[src/rtl/flb_pkg.sv]
// Package for the fixed low-pass FIR: the Q1.17 tap table and its lookup.
// Used by flb_cell and fir_lowpass_blackman; depends on nothing.
package flb_pkg;

  localparam int COEF_W     = 18;
  localparam int COEF_FRAC  = 17;
  localparam int COEF_COUNT = 20;

  typedef logic signed [COEF_W-1:0] coef_t;

  // Blackman-windowed sinc, Fc = 0.0175, normalized to unit sum, signed Q1.17
  localparam coef_t COEFS [COEF_COUNT] = '{
    18'sd0,     18'sd206,   18'sd901,   18'sd2263,  18'sd4426,
    18'sd7323,  18'sd10608, 18'sd13701, 18'sd15946, 18'sd16828,
    18'sd16146, 18'sd14080, 18'sd11124, 18'sd7908,  18'sd5003,
    18'sd2763,  18'sd1287,  18'sd464,   18'sd96,    18'sd0
  };

  // taps past the table count as zero
  function automatic coef_t coef_at(input int k);
    coef_t c;
    c = '0;
    if (k >= 0 && k < COEF_COUNT) begin
      c = COEFS[k];
    end
    return c;
  endfunction

endpackage

[src/rtl/flb_cell.sv]
// One tap of the transposed-form FIR: multiply the sample, add the neighbor's
// partial sum and hold the result. Depends on flb_pkg.
module flb_cell #(
  parameter int SAMPLE_WIDTH = 16,
  parameter int ACC_W        = 39,
  parameter flb_pkg::coef_t COEF = '0
) (
  input  logic                           clk,
  input  logic                           rst_n,
  input  logic                           en,
  input  logic                           clear,
  input  logic signed [SAMPLE_WIDTH-1:0] sample,
  input  logic signed [ACC_W-1:0]        sum_in,
  output logic signed [ACC_W-1:0]        sum_out
);
  import flb_pkg::*;

  localparam int PROD_W = SAMPLE_WIDTH + COEF_W;

  logic signed [PROD_W-1:0] prod;
  logic signed [ACC_W-1:0]  prod_ext;
  logic signed [ACC_W-1:0]  sum_r;
  logic signed [ACC_W-1:0]  sum_nxt;

  assign prod     = PROD_W'(sample) * PROD_W'(COEF);
  assign prod_ext = {{(ACC_W-PROD_W){prod[PROD_W-1]}}, prod};

  // block start: contributions of older samples are dropped
  assign sum_nxt = clear ? prod_ext : prod_ext + sum_in;

  always_ff @(posedge clk) begin
    if (!rst_n) begin
      sum_r <= '0;
    end else if (en) begin
      sum_r <= sum_nxt;
    end
  end

  assign sum_out = sum_r;

endmodule

[config.mk]
export PLATFORM = sky130hd
export DESIGN_NAME = flb_cell
export DESIGN_NICKNAME = d
export VERILOG_FILES = /design/src/rtl/flb_pkg.sv /design/src/rtl/flb_cell.sv
export SDC_FILE = /design/constraint.sdc
export NUM_CORES = 1
export LEC_CHECK = 0
export ABC_AREA = 1
export BUFFER_PORTS_ARGS = -buffer_cell sky130_fd_sc_hd__clkbuf_2
export CORE_AREA = 2 2 63 65
export CTS_CLUSTER_DIAMETER = 200
export CTS_CLUSTER_SIZE = 16
export DETAILED_ROUTE_END_ITERATION = 10
export DIE_AREA = 0 0 65 67
export PLACE_DENSITY = 0.76
export SYNTH_ARGS = -nofsm -noshare
export SYNTH_HDL_FRONTEND = slang
export SYNTH_SLANG_ARGS = --single-unit
[constraint.sdc]
create_clock -name clk -period 0.8 [get_ports clk]
set_input_delay 0.04 -clock clk [delete_from_list [all_inputs] [get_ports clk]]
set_output_delay 0.04 -clock clk [all_outputs]
set_load 0.005 [all_outputs]
**Word-level counts from Yosys, hierarchy flattened**

Index checks and enable logic that the tools add are counted.

- Bits of input ports: 59
- Word-level logic and storage cells: 2
- Output and inout port bits: 39
- Register bits after elaboration: 39

- Muxes and demuxes: 1

Operators with widths:

| operator | number |
|---|---|
| 2-to-1 mux 39 bit | 1 |

**Depth between registers and ports, before layout**

- Word-level depth: 1
- Gate-level depth with buffers: 5
- Depth with buffers taken out: 3

**Worst setup path after synthesis**

No wires, ideal clock.

- Kind: in2reg
- From: input port clear
- To: register sum_r[27], in the netlist sum_out[27]
- Buffers on the path: 2
- Library setup time: 70 ps
- Required time: 730 ps
- Arrival time: 564 ps
- Slack: 166 ps
- Stages on the path: 5
- Path through: inv_2 -> buf_2 -> buf_4 -> nand3_1 -> a21oi_1

- Longest elaborated chain between the ends: 1

Ends and longest elaborated chain:

| what | line | RTL |
|---|---|---|
| start, declared | flb_cell.sv:11 | `input logic clear,` |
| 2-to-1 mux 39 bit | flb_cell.sv:29 | `assign sum_nxt = clear ? prod_ext : prod_ext + sum_in;` |
| end signal, assigned | flb_cell.sv:35 | `sum_r <= sum_nxt;` |
| end, declared | flb_cell.sv:22 | `logic signed [ACC_W-1:0] sum_r;` |

Every way passes these cells.
A chain may end at the register's enable or synchronous reset.

**Final worst setup path**

- From: register sum_r[30], in the netlist sum_out[30]
- To: output port sum_out[30]

RTL lines:

| what | line | RTL |
|---|---|---|
| end, declared | flb_cell.sv:14 | `output logic signed [ACC_W-1:0] sum_out` |

No word-level cell between the ends.

==> results.py <==
metrics = {
    "run_status": {
        "outcome": "complete, but fails checks",
        "violations": "hold timing",
    },
    "synth": {
        "synth_edf_count": 0,
        "synth_cell_types": 10,
        "yosys.area.top_type": "dfxtp_1",
        "synth-xor-area-share_pct": 0,
        "avgSynthCellArea_sq_um": 8.115,
        "synth_cells": 175,
        "ys_seq_area_share_pct": 54.98,
        "synthSimpleGateAreaFrac_pct": 24.05,
        "synth_area_sq_mm": 0.001420,
        "syn-num-nets": 234,
        "yosys-top-cells-area": "dfxtp_1 (55%), a21oi_1 (14%), nand3_1 (14%)",
        "yosys-top-cells-count": "a21oi_1 (39), dfxtp_1 (39), nand2_1 (39), nand3_1 (39), buf_2 (7)",
        "synthAdderAreaFrac_pct": 0,
        "synth_top_area_share_pct": 54.98,
        "synth.area.mux_share_pct": 0,
        "ys_async_sr_fraction_pct": 0,
        "synth_compound_area_share_pct": 13.74,
        "ys_ff_latch": 39,
        "ys_warn_count": 0,
        "synth_top_family_by_area": "simple AND/OR/NAND/NOR gates",
        "synth_ff_type": "dfxtp_1",
    },
    "cells_and_area": {
        "area_growth_pct": 61.23,
        "largest_register_ffs": 39,
        "fin_util_pct": 63.50,
        "drive_above_1_share_pct": 46.21,
        "antenna_cells": 0,
        "nets": 335,
    },
    "placed_design": {
        "portBuffers": 81,
        "pre_cts_slack_ps": 48.73,
        "place.gp.congestion": 0.6895,
        "place_hpwl_um": 2466,
    },
    "die": {
        "io_pins": 98,
        "die_area_sq_mm": 0.004355,
        "die_x_um": 65,
        "num_rows": 22,
        "initial_core_util_pct": 39.38,
        "coreArea_sq_mm": 0.003606,
        "die_y_um": 67,
    },
    "setup_path": {
        "path_delay_family": "flip-flops",
        "critical_path.max_stage_delay_ps": 330,
        "crit_path_start_kind": "flop",
        "crit_path_top_delay_cell": "dfxtp_1",
        "crit_required_ps": 760,
        "worstSetupEndpointType": "output pin",
        "worstPathArrival_ps": 730,
        "cp.buffers_inverters": 1,
        "crit_type": "flop to output pin",
        "crit_path_cell_trace": "clkbuf_2",
        "crit_fanout": 2,
    },
    "sta": {
        "final-setup-viol-count": 0,
        "finalHoldViolations": 2,
        "fmax_ghz": 1.304,
        "rsz0062_at_grt": "yes",
        "fin_ws_ps": 32.93,
        "relSlewSlack_pct": 86.83,
        "period_needed_ps": 767.1,
        "skew_ps": 0,
        "final_max_slew_viol_count": 0,
        "whs_ps": -1.862,
        "worstMarginPinSlew_ps": 197.6,
        "tns_ps": 0,
        "finalCritPeriodShare_pct": 95.88,
    },
    "pwr": {
        "peakVddDrop_v": 0.0009118,
        "p_leak_nw": 1.031,
        "power.density_mw_per_mm2": 1871,
    },
    "drt": {
        "ant_nets": 0,
        "totalWireLength_um": 3914,
        "viasPerCell": 4.769,
        "vias": 1550,
        "drt_drc_violations_left": 0,
        "firstDrtPassIters": 4,
        "wl_per_cell_um": 12.04,
        "drtIter0Drc": 98,
    },
    "worst_hold_path": {
        "hp-class": "primary input to flop",
    },
    "grt": {
        "grt.overflow.total": 0,
        "grtUsageTotal_pct": 19.47,
        "grt_max_degree": 23,
        "grt_pass1_wl_um": 6499,
        "grt_pass1_vias": 1474,
        "antenna_found_initial": 0,
    },
    "clock_tree": {
        "clockRootBuffer": "clkbuf_8",
        "post_cts_buffers": 0,
        "tritoncts": "done",
        "htreeDepth": 2,
        "clk_path_buf_depth": 2,
        "clkLatencyLatePin_ps": 280,
        "clkSinkCount": 39,
        "clk_pin_slew_ps": 70,
        "cts_made_buffers": 5,
    },
    "flow_run": {
        "drv_cap": 0,
    },
}
==> cells in the final DEF (no fill, tap or decap), drive strengths merged <==
cell	netlist	layout
dlygate4sd3	0	20
clkbuf	4	86
bufinv	0	1
a21oi	39	39
nand3	39	39
nand2	39	39
buf	12	10
dfxtp	39	39
inv	3	3
clkinv	0	1
==> per-stage QoR <==
stage                     total power, mW  instances  cell area [sq um]
after floorplan                     2.311        175               1420
final                               4.283        325               2290
after CTS                           4.310        324               2246
after global placement              2.578        297               1937
after detailed placement            2.588        297               1937
after global routing                4.487        325               2290
==> final timing paths <==
check | startpoint | end | slack, ps | depth (start not counted)
setup / recovery | sum_out[30] | sum_out[30] | 30 | 1
hold / removal | sum_in[22] | sum_out[22] | -2 | 3
setup reg to reg | sum_out[14] | sum_out[14] | 190 | 2
hold reg to reg | sum_out[23] | sum_out[23] | 460 | 2
==> repair_timing <==
item	in CTS	in global routing
gates resized for setup	1	28
hold endpoints to repair	19	1
hold buffers	19	1
setup endpoints to repair	1	27
==> report_power, final <==
part	leakage, nW	switching (mW)	internal, mW	total [mW]
combinational	0.639	0.259	0.309	0.568
sequential	0.331	0.0369	2.02	2.06
clock	0.0612	0.645	1.01	1.65
total	1.03	0.941	3.34	4.28
==> kinds of logic after synthesis <==
kind of cell    after synthesis
buf+inv                      19
flops                        39
compound gates               39
simple gates                 78
==> final cells by class <==
| class | instances | area (sq um) |
|---|---|---|
| fill | 341 | 1316 |
| multi-input combinational | 117 | 536.8 |
| clock buffer | 6 | 82.58 |
| inverter | 3 | 11.26 |
| clock inverter | 2 | 35.03 |
| tap | 48 | 60.06 |
| timing repair buffer | 110 | 748.2 |
| sequential | 39 | 815.8 |
==> metal layers <==
| layer | GRT usage, % | part of all wire, % |
|---|---|---|
| met5 | 0 | 0 |
| met1 | 23.28 | 45 |
| met4 | 4.787 | 0.49 |
| met2 | 34.02 | 48 |
| met3 | 5.912 | 6.6 |
(Power assumes the default switching activity.)
